===== src/lwes_pkg.sv =====
// ----------------------------------------------------------------------------
// lwes_pkg
// shared types, codes and helpers of the weekly light event scheduler
// ----------------------------------------------------------------------------
`default_nettype none

package lwes_pkg;

  // default sizes
  localparam int unsigned DEF_TABLE_ENTRIES = 64;
  localparam int unsigned DEF_LIGHT_COUNT   = 32;

  // item modes
  localparam logic [2:0] MODE_SCHED_ON  = 3'd0;
  localparam logic [2:0] MODE_SCHED_OFF = 3'd1;
  localparam logic [2:0] MODE_REMOVE    = 3'd2;
  localparam logic [2:0] MODE_RANDOMIZE = 3'd3;
  localparam logic [2:0] MODE_TICK      = 3'd4;

  // result kinds
  localparam logic [1:0] KIND_STATUS = 2'd0;
  localparam logic [1:0] KIND_ON     = 2'd1;
  localparam logic [1:0] KIND_OFF    = 2'd2;

  // status codes
  localparam logic [1:0] STAT_OK   = 2'd0;
  localparam logic [1:0] STAT_OOB  = 2'd1;
  localparam logic [1:0] STAT_FULL = 2'd2;

  // day codes
  localparam logic [3:0] DAY_SUNDAY   = 4'd0;
  localparam logic [3:0] DAY_MONDAY   = 4'd1;
  localparam logic [3:0] DAY_FRIDAY   = 4'd5;
  localparam logic [3:0] DAY_SATURDAY = 4'd6;
  localparam logic [3:0] DAY_EVERYDAY = 4'd7;
  localparam logic [3:0] DAY_WEEKDAY  = 4'd8;
  localparam logic [3:0] DAY_WEEKEND  = 4'd9;

  // one table entry
  typedef struct packed {
    logic [7:0]        light;
    logic [3:0]        day;
    logic [10:0]       minute;
    logic              off_action;
    logic              randomized;
    logic signed [6:0] offset;
  } entry_t;

  // controller states
  typedef enum logic [1:0] {
    ST_IDLE,
    ST_SCAN,
    ST_FIN
  } lwes_state_e;

  // controller to datapath
  typedef struct packed {
    logic load;
    logic scan;
    logic finish;
  } lwes_cmd_t;

  // datapath to controller
  typedef struct packed {
    logic scan_end;
    logic out_free;
    logic has_final;
  } lwes_stat_t;

  function automatic logic day_matches(input logic [3:0] code, input logic [3:0] today);
    logic hit;
    hit = 1'b0;
    if (code == DAY_EVERYDAY) hit = 1'b1;
    if (code == today) hit = 1'b1;
    if (code == DAY_WEEKEND && (today == DAY_SUNDAY || today == DAY_SATURDAY)) hit = 1'b1;
    if (code == DAY_WEEKDAY && today >= DAY_MONDAY && today <= DAY_FRIDAY) hit = 1'b1;
    return hit;
  endfunction

endpackage

`default_nettype wire


===== src/lwes_in_if.sv =====
// ----------------------------------------------------------------------------
// lwes_in_if
// input item channel: valid, ready and item fields
// ----------------------------------------------------------------------------
`default_nettype none

interface lwes_in_if;
  logic              valid;
  logic              ready;
  logic [2:0]        mode;
  logic [7:0]        light_id;
  logic [3:0]        day_code;
  logic [10:0]       minute_of_day;
  logic signed [6:0] random_offset;

  modport source (
    output valid, mode, light_id, day_code, minute_of_day, random_offset,
    input  ready
  );
  modport sink (
    input  valid, mode, light_id, day_code, minute_of_day, random_offset,
    output ready
  );
endinterface

`default_nettype wire


===== src/lwes_out_if.sv =====
// ----------------------------------------------------------------------------
// lwes_out_if
// result channel: valid, ready and result fields
// ----------------------------------------------------------------------------
`default_nettype none

interface lwes_out_if;
  logic       valid;
  logic       ready;
  logic [1:0] kind;
  logic [1:0] status;
  logic [7:0] target_light;
  logic       last;

  modport source (
    output valid, kind, status, target_light, last,
    input  ready
  );
  modport sink (
    input  valid, kind, status, target_light, last,
    output ready
  );
endinterface

`default_nettype wire


===== src/weekly_light_event_scheduler.sv =====
// ----------------------------------------------------------------------------
// weekly_light_event_scheduler
// weekly table of light on/off events with schedule, remove, randomize, tick
// ----------------------------------------------------------------------------
//
//   channel  dir  transfer carries
//   -------  ---  ---------------------------------------------------------
//   in_i     in   mode, light_id, day_code, minute_of_day, random_offset
//   out_o    out  kind, status, target_light, last
//
// every item sweeps the whole table, one entry per cycle unless the result
// port stalls it (capture, sweep with a registered table read, end-of-sweep
// step, closing result), set by the single read port of the table memory
// a stalled result port holds the sweep only when a second fired command
// meets a full output register; the output register lets a new item be
// taken while the last result still waits
// reset empties the table at once (valid flags); entry contents need none
// ----------------------------------------------------------------------------
`default_nettype none

module weekly_light_event_scheduler #(
  parameter int unsigned TABLE_ENTRIES = lwes_pkg::DEF_TABLE_ENTRIES,
  parameter int unsigned LIGHT_COUNT   = lwes_pkg::DEF_LIGHT_COUNT
) (
  input  wire logic clk_i,
  input  wire logic rst_ni,
  lwes_in_if.sink   in_i,
  lwes_out_if.source out_o
);
  import lwes_pkg::*;

  lwes_cmd_t  cmd;   // sequencer commands
  lwes_stat_t stat;  // datapath status back to the sequencer

  // sequencer: idle -> sweep -> closing result
  lwes_ctrl u_ctrl (
    .clk_i      (clk_i),
    .rst_ni     (rst_ni),
    .in_valid_i (in_i.valid),
    .in_ready_o (in_i.ready),
    .stat_i     (stat),
    .cmd_o      (cmd)
  );

  // table, sweep pipeline and result register
  lwes_dp #(
    .TABLE_ENTRIES (TABLE_ENTRIES),
    .LIGHT_COUNT   (LIGHT_COUNT)
  ) u_dp (
    .clk_i           (clk_i),
    .rst_ni          (rst_ni),
    .cmd_i           (cmd),
    .stat_o          (stat),
    .mode_i          (in_i.mode),
    .light_id_i      (in_i.light_id),
    .day_code_i      (in_i.day_code),
    .minute_of_day_i (in_i.minute_of_day),
    .random_offset_i (in_i.random_offset),
    .out_valid_o     (out_o.valid),
    .out_ready_i     (out_o.ready),
    .kind_o          (out_o.kind),
    .status_o        (out_o.status),
    .target_light_o  (out_o.target_light),
    .last_o          (out_o.last)
  );

endmodule

`default_nettype wire


===== src/lwes_ctrl.sv =====
// ----------------------------------------------------------------------------
// lwes_ctrl
// sequencer: accept an item, run the table scan, deliver the closing result
// ----------------------------------------------------------------------------
`default_nettype none

module lwes_ctrl (
  input  wire logic                clk_i,
  input  wire logic                rst_ni,
  input  wire logic                in_valid_i,
  output logic                     in_ready_o,
  input  wire lwes_pkg::lwes_stat_t stat_i,
  output lwes_pkg::lwes_cmd_t      cmd_o
);
  import lwes_pkg::*;

  lwes_state_e state_q, state_d;

  always_ff @(posedge clk_i or negedge rst_ni) begin
    if (!rst_ni) begin
      state_q <= ST_IDLE;
    end else begin
      state_q <= state_d;
    end
  end

  // next state
  always_comb begin
    state_d = state_q;
    case (state_q)
      ST_IDLE: begin
        if (in_valid_i) state_d = ST_SCAN;
      end
      ST_SCAN: begin
        if (stat_i.scan_end) state_d = ST_FIN;
      end
      ST_FIN: begin
        if (!stat_i.has_final || stat_i.out_free) state_d = ST_IDLE;
      end
      default: state_d = ST_IDLE;
    endcase
  end

  // outputs
  always_comb begin
    in_ready_o   = 1'b0;
    cmd_o        = '0;
    case (state_q)
      ST_IDLE: begin
        in_ready_o = 1'b1;
        cmd_o.load = in_valid_i;
      end
      ST_SCAN: begin
        cmd_o.scan = 1'b1;
      end
      ST_FIN: begin
        cmd_o.finish = 1'b1;
      end
      default: begin
        in_ready_o = 1'b0;
      end
    endcase
  end

endmodule

`default_nettype wire


===== src/lwes_dp.sv =====
// ----------------------------------------------------------------------------
// lwes_dp
// event table, scan pipeline, held command and output register
// ----------------------------------------------------------------------------
`default_nettype none

module lwes_dp #(
  parameter int unsigned TABLE_ENTRIES = lwes_pkg::DEF_TABLE_ENTRIES,
  parameter int unsigned LIGHT_COUNT   = lwes_pkg::DEF_LIGHT_COUNT
) (
  input  wire logic                 clk_i,
  input  wire logic                 rst_ni,
  input  wire lwes_pkg::lwes_cmd_t  cmd_i,
  output lwes_pkg::lwes_stat_t      stat_o,
  input  wire logic [2:0]           mode_i,
  input  wire logic [7:0]           light_id_i,
  input  wire logic [3:0]           day_code_i,
  input  wire logic [10:0]          minute_of_day_i,
  input  wire logic signed [6:0]    random_offset_i,
  output logic                      out_valid_o,
  input  wire logic                 out_ready_i,
  output logic [1:0]                kind_o,
  output logic [1:0]                status_o,
  output logic [7:0]                target_light_o,
  output logic                      last_o
);
  import lwes_pkg::*;

  localparam int unsigned IDX_W = (TABLE_ENTRIES > 1) ? $clog2(TABLE_ENTRIES) : 1;
  localparam int unsigned CNT_W = $clog2(TABLE_ENTRIES + 1);
  localparam logic [CNT_W-1:0] CNT_END = CNT_W'(TABLE_ENTRIES);

  // captured item
  logic [2:0]        mode_q;
  logic [7:0]        light_q;
  logic [3:0]        day_q;
  logic [10:0]       minute_q;
  logic signed [6:0] offset_q;

  // scan pipeline
  logic [CNT_W-1:0]         idx_q;
  logic                     ev_vld_q;
  logic [IDX_W-1:0]         ev_idx_q;
  entry_t                   rd_q;
  logic [TABLE_ENTRIES-1:0] valid_q;
  logic                     found_q;
  entry_t                   mem_q [TABLE_ENTRIES];

  // held command, sent once the next one (or the scan end) is known
  logic       pend_vld_q;
  logic       pend_off_q;
  logic [7:0] pend_light_q;

  // output register
  logic       out_vld_q;
  logic [1:0] out_kind_q;
  logic [1:0] out_status_q;
  logic [7:0] out_light_q;
  logic       out_last_q;

  logic        is_sched, is_tick, oob, idx_end, ev_v, key_hit, fire;
  logic        out_free, stall, adv, eval, rd_en;
  logic        mem_we, set_valid, clr_valid, push_pend, push_final;
  entry_t      mem_wdata;
  logic [12:0] due;

  assign is_sched = (mode_q == MODE_SCHED_ON) || (mode_q == MODE_SCHED_OFF);
  assign is_tick  = (mode_q == MODE_TICK);
  assign oob      = ({1'b0, light_q} >= 9'(LIGHT_COUNT));
  assign idx_end  = (idx_q == CNT_END);
  assign ev_v     = valid_q[ev_idx_q];
  assign key_hit  = ev_v && (rd_q.light == light_q) && (rd_q.day == day_q)
                    && (rd_q.minute == minute_q);
  // minute plus signed offset, compared without wrap
  assign due      = {2'b00, rd_q.minute} + {{6{rd_q.offset[6]}}, rd_q.offset};
  assign fire     = ev_vld_q && is_tick && ev_v && day_matches(rd_q.day, day_q)
                    && (due == {2'b00, minute_q});

  assign out_free = !out_vld_q || out_ready_i;
  assign stall    = fire && pend_vld_q && !out_free;
  assign adv      = cmd_i.scan && !stall;
  assign eval     = adv && ev_vld_q;
  assign rd_en    = adv && !idx_end;

  assign push_pend  = eval && fire && pend_vld_q;
  assign push_final = cmd_i.finish && stat_o.has_final && out_free;

  // table updates for the entry in the evaluate stage
  always_comb begin
    mem_we    = 1'b0;
    mem_wdata = rd_q;
    set_valid = 1'b0;
    clr_valid = 1'b0;
    if (eval) begin
      case (mode_q)
        MODE_SCHED_ON, MODE_SCHED_OFF: begin
          if (!oob && !found_q && !ev_v) begin
            set_valid            = 1'b1;
            mem_we               = 1'b1;
            mem_wdata.light      = light_q;
            mem_wdata.day        = day_q;
            mem_wdata.minute     = minute_q;
            mem_wdata.off_action = mode_q[0];
            mem_wdata.randomized = 1'b0;
            mem_wdata.offset     = '0;
          end
        end
        MODE_REMOVE: begin
          clr_valid = key_hit;
        end
        MODE_RANDOMIZE: begin
          if (key_hit) begin
            mem_we               = 1'b1;
            mem_wdata.randomized = 1'b1;
            mem_wdata.offset     = offset_q;
          end
        end
        MODE_TICK: begin
          if (fire && rd_q.randomized) begin
            mem_we           = 1'b1;
            mem_wdata.offset = offset_q;
          end
        end
        default: begin
          mem_we = 1'b0;
        end
      endcase
    end
  end

  // table memory
  always_ff @(posedge clk_i) begin
    if (mem_we) mem_q[ev_idx_q] <= mem_wdata;
    if (rd_en)  rd_q <= mem_q[idx_q[IDX_W-1:0]];
  end

  // item capture
  always_ff @(posedge clk_i) begin
    if (cmd_i.load) begin
      mode_q   <= mode_i;
      light_q  <= light_id_i;
      day_q    <= day_code_i;
      minute_q <= minute_of_day_i;
      offset_q <= random_offset_i;
    end
    if (eval && fire) begin
      pend_off_q   <= rd_q.off_action;
      pend_light_q <= rd_q.light;
    end
  end

  // scan control and valid bits
  always_ff @(posedge clk_i or negedge rst_ni) begin
    if (!rst_ni) begin
      idx_q      <= '0;
      ev_vld_q   <= 1'b0;
      ev_idx_q   <= '0;
      valid_q    <= '0;
      found_q    <= 1'b0;
      pend_vld_q <= 1'b0;
    end else begin
      if (cmd_i.load) begin
        idx_q    <= '0;
        ev_vld_q <= 1'b0;
        found_q  <= 1'b0;
      end else if (adv) begin
        ev_vld_q <= !idx_end;
        if (!idx_end) begin
          ev_idx_q <= idx_q[IDX_W-1:0];
          idx_q    <= idx_q + 1'b1;
        end
      end
      if (set_valid) begin
        valid_q[ev_idx_q] <= 1'b1;
        found_q           <= 1'b1;
      end
      if (clr_valid) valid_q[ev_idx_q] <= 1'b0;
      if (eval && fire) begin
        pend_vld_q <= 1'b1;
      end else if (push_final) begin
        pend_vld_q <= 1'b0;
      end
    end
  end

  // output register
  always_ff @(posedge clk_i or negedge rst_ni) begin
    if (!rst_ni) begin
      out_vld_q <= 1'b0;
    end else if (push_pend || push_final) begin
      out_vld_q <= 1'b1;
    end else if (out_ready_i) begin
      out_vld_q <= 1'b0;
    end
  end

  always_ff @(posedge clk_i) begin
    if (push_pend) begin
      out_kind_q   <= pend_off_q ? KIND_OFF : KIND_ON;
      out_status_q <= STAT_OK;
      out_light_q  <= pend_light_q;
      out_last_q   <= 1'b0;
    end else if (push_final) begin
      out_last_q <= 1'b1;
      if (is_sched) begin
        out_kind_q   <= KIND_STATUS;
        out_light_q  <= '0;
        out_status_q <= oob ? STAT_OOB : (found_q ? STAT_OK : STAT_FULL);
      end else begin
        out_kind_q   <= pend_off_q ? KIND_OFF : KIND_ON;
        out_light_q  <= pend_light_q;
        out_status_q <= STAT_OK;
      end
    end
  end

  assign stat_o.scan_end  = idx_end && !ev_vld_q;
  assign stat_o.out_free  = out_free;
  assign stat_o.has_final = is_sched || pend_vld_q;

  assign out_valid_o    = out_vld_q;
  assign kind_o         = out_kind_q;
  assign status_o       = out_status_q;
  assign target_light_o = out_light_q;
  assign last_o         = out_last_q;

endmodule

`default_nettype wire

===== src/flat_wrapper.sv =====
// flat-port wrapper written by rule: the top's interface ports become plain ports
module weekly_light_event_scheduler_flat import lwes_pkg::*;
#(
  parameter int unsigned TABLE_ENTRIES = lwes_pkg::DEF_TABLE_ENTRIES,
  parameter int unsigned LIGHT_COUNT   = lwes_pkg::DEF_LIGHT_COUNT
)
  (clk_i, rst_ni, in_i_valid, in_i_mode, in_i_light_id, in_i_day_code, in_i_minute_of_day, in_i_random_offset, in_i_ready, out_o_valid, out_o_kind, out_o_status, out_o_target_light, out_o_last, out_o_ready);
  lwes_in_if in_i_i ();
  lwes_out_if out_o_i ();
  input  wire logic clk_i;
  input  wire logic rst_ni;
  input wire logic [$bits(in_i_i.valid)-1:0] in_i_valid;
  input wire logic [$bits(in_i_i.mode)-1:0] in_i_mode;
  input wire logic [$bits(in_i_i.light_id)-1:0] in_i_light_id;
  input wire logic [$bits(in_i_i.day_code)-1:0] in_i_day_code;
  input wire logic [$bits(in_i_i.minute_of_day)-1:0] in_i_minute_of_day;
  input wire logic [$bits(in_i_i.random_offset)-1:0] in_i_random_offset;
  output wire logic [$bits(in_i_i.ready)-1:0] in_i_ready;
  output wire logic [$bits(out_o_i.valid)-1:0] out_o_valid;
  output wire logic [$bits(out_o_i.kind)-1:0] out_o_kind;
  output wire logic [$bits(out_o_i.status)-1:0] out_o_status;
  output wire logic [$bits(out_o_i.target_light)-1:0] out_o_target_light;
  output wire logic [$bits(out_o_i.last)-1:0] out_o_last;
  input wire logic [$bits(out_o_i.ready)-1:0] out_o_ready;
  assign in_i_i.valid = in_i_valid;
  assign in_i_i.mode = in_i_mode;
  assign in_i_i.light_id = in_i_light_id;
  assign in_i_i.day_code = in_i_day_code;
  assign in_i_i.minute_of_day = in_i_minute_of_day;
  assign in_i_i.random_offset = in_i_random_offset;
  assign in_i_ready = in_i_i.ready;
  assign out_o_valid = out_o_i.valid;
  assign out_o_kind = out_o_i.kind;
  assign out_o_status = out_o_i.status;
  assign out_o_target_light = out_o_i.target_light;
  assign out_o_last = out_o_i.last;
  assign out_o_i.ready = out_o_ready;
  weekly_light_event_scheduler #(.TABLE_ENTRIES(TABLE_ENTRIES), .LIGHT_COUNT(LIGHT_COUNT)) u_core (.clk_i(clk_i), .rst_ni(rst_ni), .in_i(in_i_i), .out_o(out_o_i));
endmodule

===== config.mk =====
export PLATFORM = sky130hd
export DESIGN_NAME = weekly_light_event_scheduler_flat
export DESIGN_NICKNAME = d
export VERILOG_FILES = /design/src/lwes_pkg.sv /design/src/lwes_in_if.sv /design/src/lwes_out_if.sv /design/src/weekly_light_event_scheduler.sv /design/src/lwes_ctrl.sv /design/src/lwes_dp.sv /design/src/flat_wrapper.sv
export SDC_FILE = /design/constraint.sdc
export NUM_CORES = 2
export LEC_CHECK = 0
export ABC_AREA = 1
export ABC_CLOCK_PERIOD_IN_PS = 6200
export CORE_MARGIN = 2
export CORE_UTILIZATION = 31
export CTS_CLUSTER_DIAMETER = 60
export DETAILED_ROUTE_END_ITERATION = 8
export DONT_BUFFER_PORTS = 1
export GPL_TIMING_DRIVEN = 1
export HOLD_SLACK_MARGIN = 0.15
export PLACE_DENSITY = 0.44
export SYNTH_ARGS = -nofsm -noshare
export SYNTH_HDL_FRONTEND = slang
export SYNTH_SLANG_ARGS = --single-unit

===== constraint.sdc =====
create_clock -name clk_i -period 6.2 [get_ports clk_i]
set_input_delay 0.62 -clock clk_i [delete_from_list [all_inputs] [get_ports clk_i]]
set_output_delay 0.62 -clock clk_i [all_outputs]
set_load 0.05 [all_outputs]

# Yosys cells after proc, flatten, opt, wreduce, memory -nomap -nowiden
# Memory sizes are Yosys's and may differ from the RTL's. A register that Yosys moved wholly into a read port is not among the register bits.
# Index checks and enable logic that the tools add are counted.
word_totals:
  in_bits: 37
  register_bits: 138
  ramBits: 2048
  romBits: 0
  word_cells: 159
  output_inout_bits: 15
  n_memories: 1
  latchBits: 0
op_classes:
  shift: 0
  reduce_logical: 51
  n_lt_le_gt_ge: 5
  div_mod_pow: 0
  add_sub_neg: 2
  bitwise: 5
  n_eq_ne: 19
  mul: 0
  n_mux: 57
mem_list:
  columns: ["memory", "depth", "word_bits", "rd", "rd_clocked_by_memory_dff", "write_ports", "line", "source"]
  rows:
  - ["u_core.u_dp.mem_q", 64, 32, 1, 1, 1, "lwes_dp.sv:47", "entry_t mem_q [TABLE_ENTRIES];"]
ops:
  columns: ["operator", "n"]
  rows:
  - ["$mux 64", 2]
  - ["$and 64x64->64", 1]
  - ["$mux 32", 2]
  - ["$not 64->64", 1]
  - ["$or 64x64->64", 1]
  - ["$mux 8", 4]
  - ["$mux 1", 28]
  - ["$mux 7", 4]
  - ["$logic_and 1x1->1", 24]
  - ["$mux 24", 1]
  - ["$pmux 7 s3", 1]
  - ["$mux 2", 10]
  - ["$add 12x7->13", 1]
  - ["$eq 13x11->1", 1]
  - ["$eq 11x11->1", 1]
  - ["$reduce_bool 2->1", 5]
  - ["$logic_not 1->1", 9]
  - ["$eq 4x3->1 const B", 2]
  - ["$eq 4x4->1 const B", 2]
  - ["$eq 8x8->1", 1]
  - ["$ge 8x6->1 const B", 1]
  - ["$add 7x1->7 const B", 1]
  - ["$eq 7x7->1 const B", 1]
  - ["$lt 6x7->1 const B", 1]
  - ["other kinds (24)", 34]

# Depth between registers and ports, before layout
depth:
  ltp_word: 16
  ltp_mapped: 22
  ltp_nobuf: 19

# Cells and area by module
# A second synthesis with hierarchy kept.
hier_totals:
  cells_unflattened: 6957
  hier_area_um2: 88787.7
by_module_without_submodules:
  columns: ["module", "area_each_um2", "n_inst", "seq_area_each_um2", "cells_per_inst"]
  rows:
  - ["lwes_dp", 88680.1, 1, 66108.4, 6940]
  - ["lwes_ctrl", 107.6, 1, 50.0, 17]

# Worst setup path after synthesis
# OpenSTA, ideal clock, no wires.
synth_path:
  path_type: "register to register"
  from: "register u_core.u_dp.rd_q[0] (netlist name)"
  to: "memory u_core.u_dp.mem_q[0][19] (netlist bit), data pin"
  stages_incl_launch_ff: 17
  t_arrival_ps: 4819
  synth_period_minus_slack_ps: 5520
  required_ps: 5498
  path_buffers: 0
  path_slack_ps: 680
  setup_time_ps: 702
  path_cell_list: "edfxtp_1 -> ha_1 -> fa_1 -> inv_1 -> nand2_1 -> nand2_1 -> nor2_1 -> nand3_1 -> nor2_1 -> nand3_1 -> nor2_1 -> nand3_1 -> nor2_2 -> nand4_2 -> nand4_2 -> inv_1 -> o21ai_0"
synth_lines:
  columns: ["element", "line"]
  rows:
  - ["end, declared", "lwes_dp.sv:47"]

# Worst setup path after layout
layout_path:
  from: "register u_core.u_dp.rd_q[0] (netlist name)"
  to: "memory u_core.u_dp.mem_q[17][30] (netlist bit), enable pin"
layout_via:
  elab_chain_cells: 11
  elab_cells_between_ends: 14
  cone_classes: "add/sub: 1; eq/ne: 1; mux: 5; reduce/logical: 7"
layout_rtl:
  columns: ["element", "line", "source"]
  rows:
  - ["$add 12x7->13 (*)", "lwes_dp.sv:75", "assign due = {2'b00, rd_q.minute} + {{6{rd_q.offset[6]}}, rd_q.offset};"]
  - ["$eq 13x11->1 (*)", "lwes_dp.sv:77", "&& (due == {2'b00, minute_q});"]
  - ["$logic_and 1x1->1 (*)", "lwes_dp.sv:77", null]
  - ["parallel branches: the longest is 5 deep, another holds $pmux 1 s3", null, null]
  - ["$mux 1 (*)", "lwes_dp.sv:94", "if (eval) begin"]
  - ["$mux 1 (*)", "lwes_dp.sv:133", "if (mem_we) mem_q[ev_idx_q] <= mem_wdata;"]
  - ["$mux 1 (implied by the code) (*)", "lwes_dp.sv:133", null]
# Mark *: on every way between the ends.

==> run_results.csv <==
group,metric,value,unit
cts,root_buffer,"clkbuf_16",
floorplanning,design.die.area,290000,um2
finish,drive_above_1_share,0.0919,
timing,setup_viol,0,
power,leakage,0.0327,uW
critical_path,critPathMaxFanout,42,
synth,synthDistinctLibCells,47,
synth,synth_edf_count,2132,
drt,wl,297000,um
synth,synthArstFlopShare,0.0374,
placed_design,gp_congestion,0.852,
floorplanning,start_util,0.311,
synth,ys_warn_count,0,
timing,finClkSkew,0.0609,ns
placed_design,hpwl,167000,um
global_routing,grt_start_max_net_pins,167,
cts,clock_latency,0.91,ns
timing,fin_crit_sh,0.787,
timing,tightest_slew,1.29,ns
drt,drtAntennaViolNets,0,
timing,hold_violations,0,
critical_path,startpoint_type,"flop",
timing,hold_slack,0.339,ns
critical_path,cp_top_family,"simple AND/OR/NAND/NOR gates",
floorplanning,io_pins,52,
placed_design,port_buffers,0,
cts,cts_sinks,2218,
critical_path,cpMaxStageDelayCell,"nor2_4",
critical_path,crit_required,6.70,ns
cts,clkSlewWorstSetupHoldPaths,0.06,ns
synth,syn_inst,6969,
placed_design,dp_slack,1.37,ns
synth,yosysTopAreaCellShare,0.722,
synth,synth_xor_area_frac,0.00267,
global_routing,antenna_found_initial,17,
timing,maxSlewViolCount,0,
finish,fill_cells,27400,
synth,syn_nets,7021,
drt,via_count,58000,
synth,synth_top_family_by_area,"compound AO/OA/AOI/OAI gates",
drt,first_pass_iters,6,
critical_path,criticalPathCategory,"flop to flop",
floorplanning,die_h,539,um
synth,ys_seq_area_frac,0.746,
timing,fin_crit,4.88,ns
synth,syn_avg_cell_area,12.7,um2
drt,avgRoutedWirePerCell,27.2,um
synth,syn_area,88600,um2
global_routing,first_global_vias,55900,
run_status,status,"complete, no violations",
synth,ys_ff_latch,2218,
power,vdd_drop_max,0.000331,V
timing,layout_setup_ws,1.32,ns
critical_path,cp_num_buf_inv,2,
synth,synth_mux_area_frac,0,
critical_path,cpPeakStageDelay,0.63,ns
finish,final_util,0.358,
cts,cts_buffer_depth,4,
job,maxCapViolCount,0,
timing,rsz0062_at_grt,"no",
synth,synth_simple_gate_area_frac,0.106,
power,p_per_area,486,nW/um2
drt,viasPerCell,5.31,
global_routing,gr-total-overflow,0,
critical_path,path_cells,"ha_1, fa_1, inv_1, nand2_1, nand2_1, nor2_1, nand3_1, nor2_1, nand3_1, nor2_1, nand3_1, nor2_2, nand4_2, nand3b_1, nand2_8, nor2_4, buf_4",
synth,synthFlopType,"edfxtp_1",
timing,relSlewSlack,0.133,
timing,setup-tns-final,0,ns
finish,fin_nets,7023,
finish,synthToLayoutAreaGrowth,15.0,%
floorplanning,die_w,539,um
synth,synth_compound_area_frac,0.116,
floorplanning,rows,196,
drt,drt-initial-drc-count,6600,
cts,cts_tree,"yes",
synth,synth_area_leader_cell,"edfxtp_1",
cts,post_cts_buffers,0,
critical_path,worstPathArrival,5.38,ns
critical_path,worstSetupEndpointType,"flop",
synth,synthAdderAreaFrac,0.00220,
synth,yosys-top-cells-area,"edfxtp_1 (72%), o21ai_0 (6.0%), nor2_1 (6.0%), nand2_1 (2.7%), dfrtp_1 (2.3%)",
global_routing,grt_pass1_wl,423000,um
cts,cts_buffers,243,
drt,drcViolationCount,0,
floorplanning,core_area,285000,um2
global_routing,grt_usage,0.200,
timing,fmax,205,MHz
cts,htreeDepth,4,
hold_path,min_path_type,"input pin to async pin",
[worst paths after layout]
check / start / to / slack, ns / depth (start not counted)
setup reg to reg: u_core.u_dp.rd_q[0] / u_core.u_dp.mem_q[17][30] / 1.32 / 17
min in group clk_i: in_i_light_id[7] / u_core.u_dp.light_q[7] / 0.37 / 1
max in group asynchronous: rst_ni / u_core.u_dp.valid_q[6] / 5.47 / 2
hold / removal: rst_ni / u_core.u_dp.idx_q[1] / 0.34 / 2
hold reg to reg: u_core.u_dp.found_q / u_core.u_dp.found_q / 0.50 / 2
setup / recovery: u_core.u_dp.rd_q[0] / u_core.u_dp.mem_q[17][30] / 1.32 / 17
[kinds of logic after synthesis]
family,Yosys count
flip-flops,2218
adder cells (fa/ha/maj),15
buffers and inverters,583
XOR/XNOR,27
AND/OR/NAND/NOR,2354
AO/OA/AOI/OAI,1772
[cells in the final DEF (no fill, tap or decap), drive strengths merged]
cell         synthesis  routed
clkinvlp             0       8
xnor2               11      11
dfxtp                3       3
a21o                 1       1
nor3                23      23
a221oi               9       9
dlygate4sd3          0      36
o211ai              64      64
buf                 75     198
fa                   1       1
bufinv               0      10
nor4                 4       4
a21oi               84      84
nor3b                1       1
clkbuf             402     304
nand4               29      29
a32o                14      14
clkinv               1     110
o21a                 8       8
o21ai             1061    1061
inv                105     111
nand2              633     633
nand3              243     243
ha                  14      14
or2                  1       1
diode                0       2
o31ai                2       2
o22ai              326     326
a31oi               10      10
o221ai             192     192
and3                 1       1
edfxtp            2132    2132
o21bai               1       1
nand3b               4       4
xor2                16      16
dfrtp               83      83
nor2              1415    1415
[registers in the layout, summed over array words and instances, names as in the netlist, 3 cells and up]
signal	count
u_core.u_dp.minute_q	11
u_core.u_dp.rd_q	32
u_core.u_dp.ev_idx_q	6
u_core.u_dp.valid_q	64
u_core.u_dp.idx_q	7
u_core.u_dp.target_light_o	8
u_core.u_dp.offset_q	7
u_core.u_dp.mode_q	3
u_core.u_dp.mem_q	2048
u_core.u_dp.pend_light_q	8
u_core.u_dp.light_q	8
u_core.u_dp.day_q	4
[what timing repair did]
action / 4_1_cts / 5_1_grt
gates resized for setup: 0 / 0
hold endpoints to repair: 124 / 0
hold buffers: 37 / 0
[final cells by class]
cell class                 count  area (um2)  share of cell area
timing repair buffer         234        2300              0.0226
clock inverter               133         901             0.00884
multi-input combinational   4168       20900               0.205
inverter                     106         427             0.00419
sequential                  2218       66200               0.649
tap                         3762        4710              0.0462
antenna                        2        5.00           0.0000491
clock buffer                 304        6460              0.0634
[cell usage after synthesis (2+ instances only)]
library cell     n
edfxtp_1      2132
nor2_1        1411
o21ai_0       1060
nand2_1        629
clkbuf_1       401
o22ai_1        326
nand3_1        242
o221ai_1       192
inv_1          101
a21oi_1         84
dfrtp_1         83
o211ai_1        64
buf_2           29
nand4_1         26
buf_1           21
xor2_1          16
buf_4           15
a32o_1          14
ha_1            14
nor3_1          14
xnor2_1         11
a31oi_1         10
buf_6           10
a221oi_1         9
nor3_2           9
o21a_1           8
nand3b_1         4
nor4_1           4
dfxtp_1          3
inv_2            3
nand2_2          3
nand4_2          3
nor2_2           3
o31ai_1          2
[layer usage]
| metal | global-route usage | part of all wire | vias up |
|---|---|---|---|
| met3 | 0.0280 | 0.064 | 395 |
| li1 | - | - | 25700 |
| met5 | 0 | 0 | - |
| met2 | 0.309 | 0.45 | 1947 |
| met4 | 0.0642 | 0.031 | 0 |
| met1 | 0.289 | 0.46 | 29900 |
[metrics by stage]
step | instances | power (uW) | cell area (um2)
2_1_floorplan | 6969 | 28800 | 88600
3_3_place_gp | 10500 | 36100 | 94100
3_5_place_dp | 10500 | 36100 | 94200
4_1_cts | 10900 | 49800 | 102000
5_1_grt | 10900 | 51700 | 102000
6_report | 10900 | 49500 | 102000
[power by group]
group / internal [uW] / leakage (uW) / total, uW / switching [uW]
registers: 19200 / 0.0204 / 19800 / 613
logic: 3660 / 0.00875 / 16000 / 12400
clock network: 7730 / 0.00360 / 13700 / 5930
[worst reg2reg max path: stages, from the launching register on]
cell and delay [ns]:
edfxtp_1 0.45, ha_1 0.27, fa_1 0.51, inv_1 0.05, nand2_1 0.07, nand2_1 0.06
nor2_1 0.08, nand3_1 0.08, nor2_1 0.11, nand3_1 0.09, nor2_1 0.09, nand3_1 0.12
nor2_2 0.21, nand4_2 0.27, nand3b_1 0.32, nand2_8 0.40, nor2_4 0.78, buf_4 0.49
Note: power is estimated with default switching activity, not from simulation.
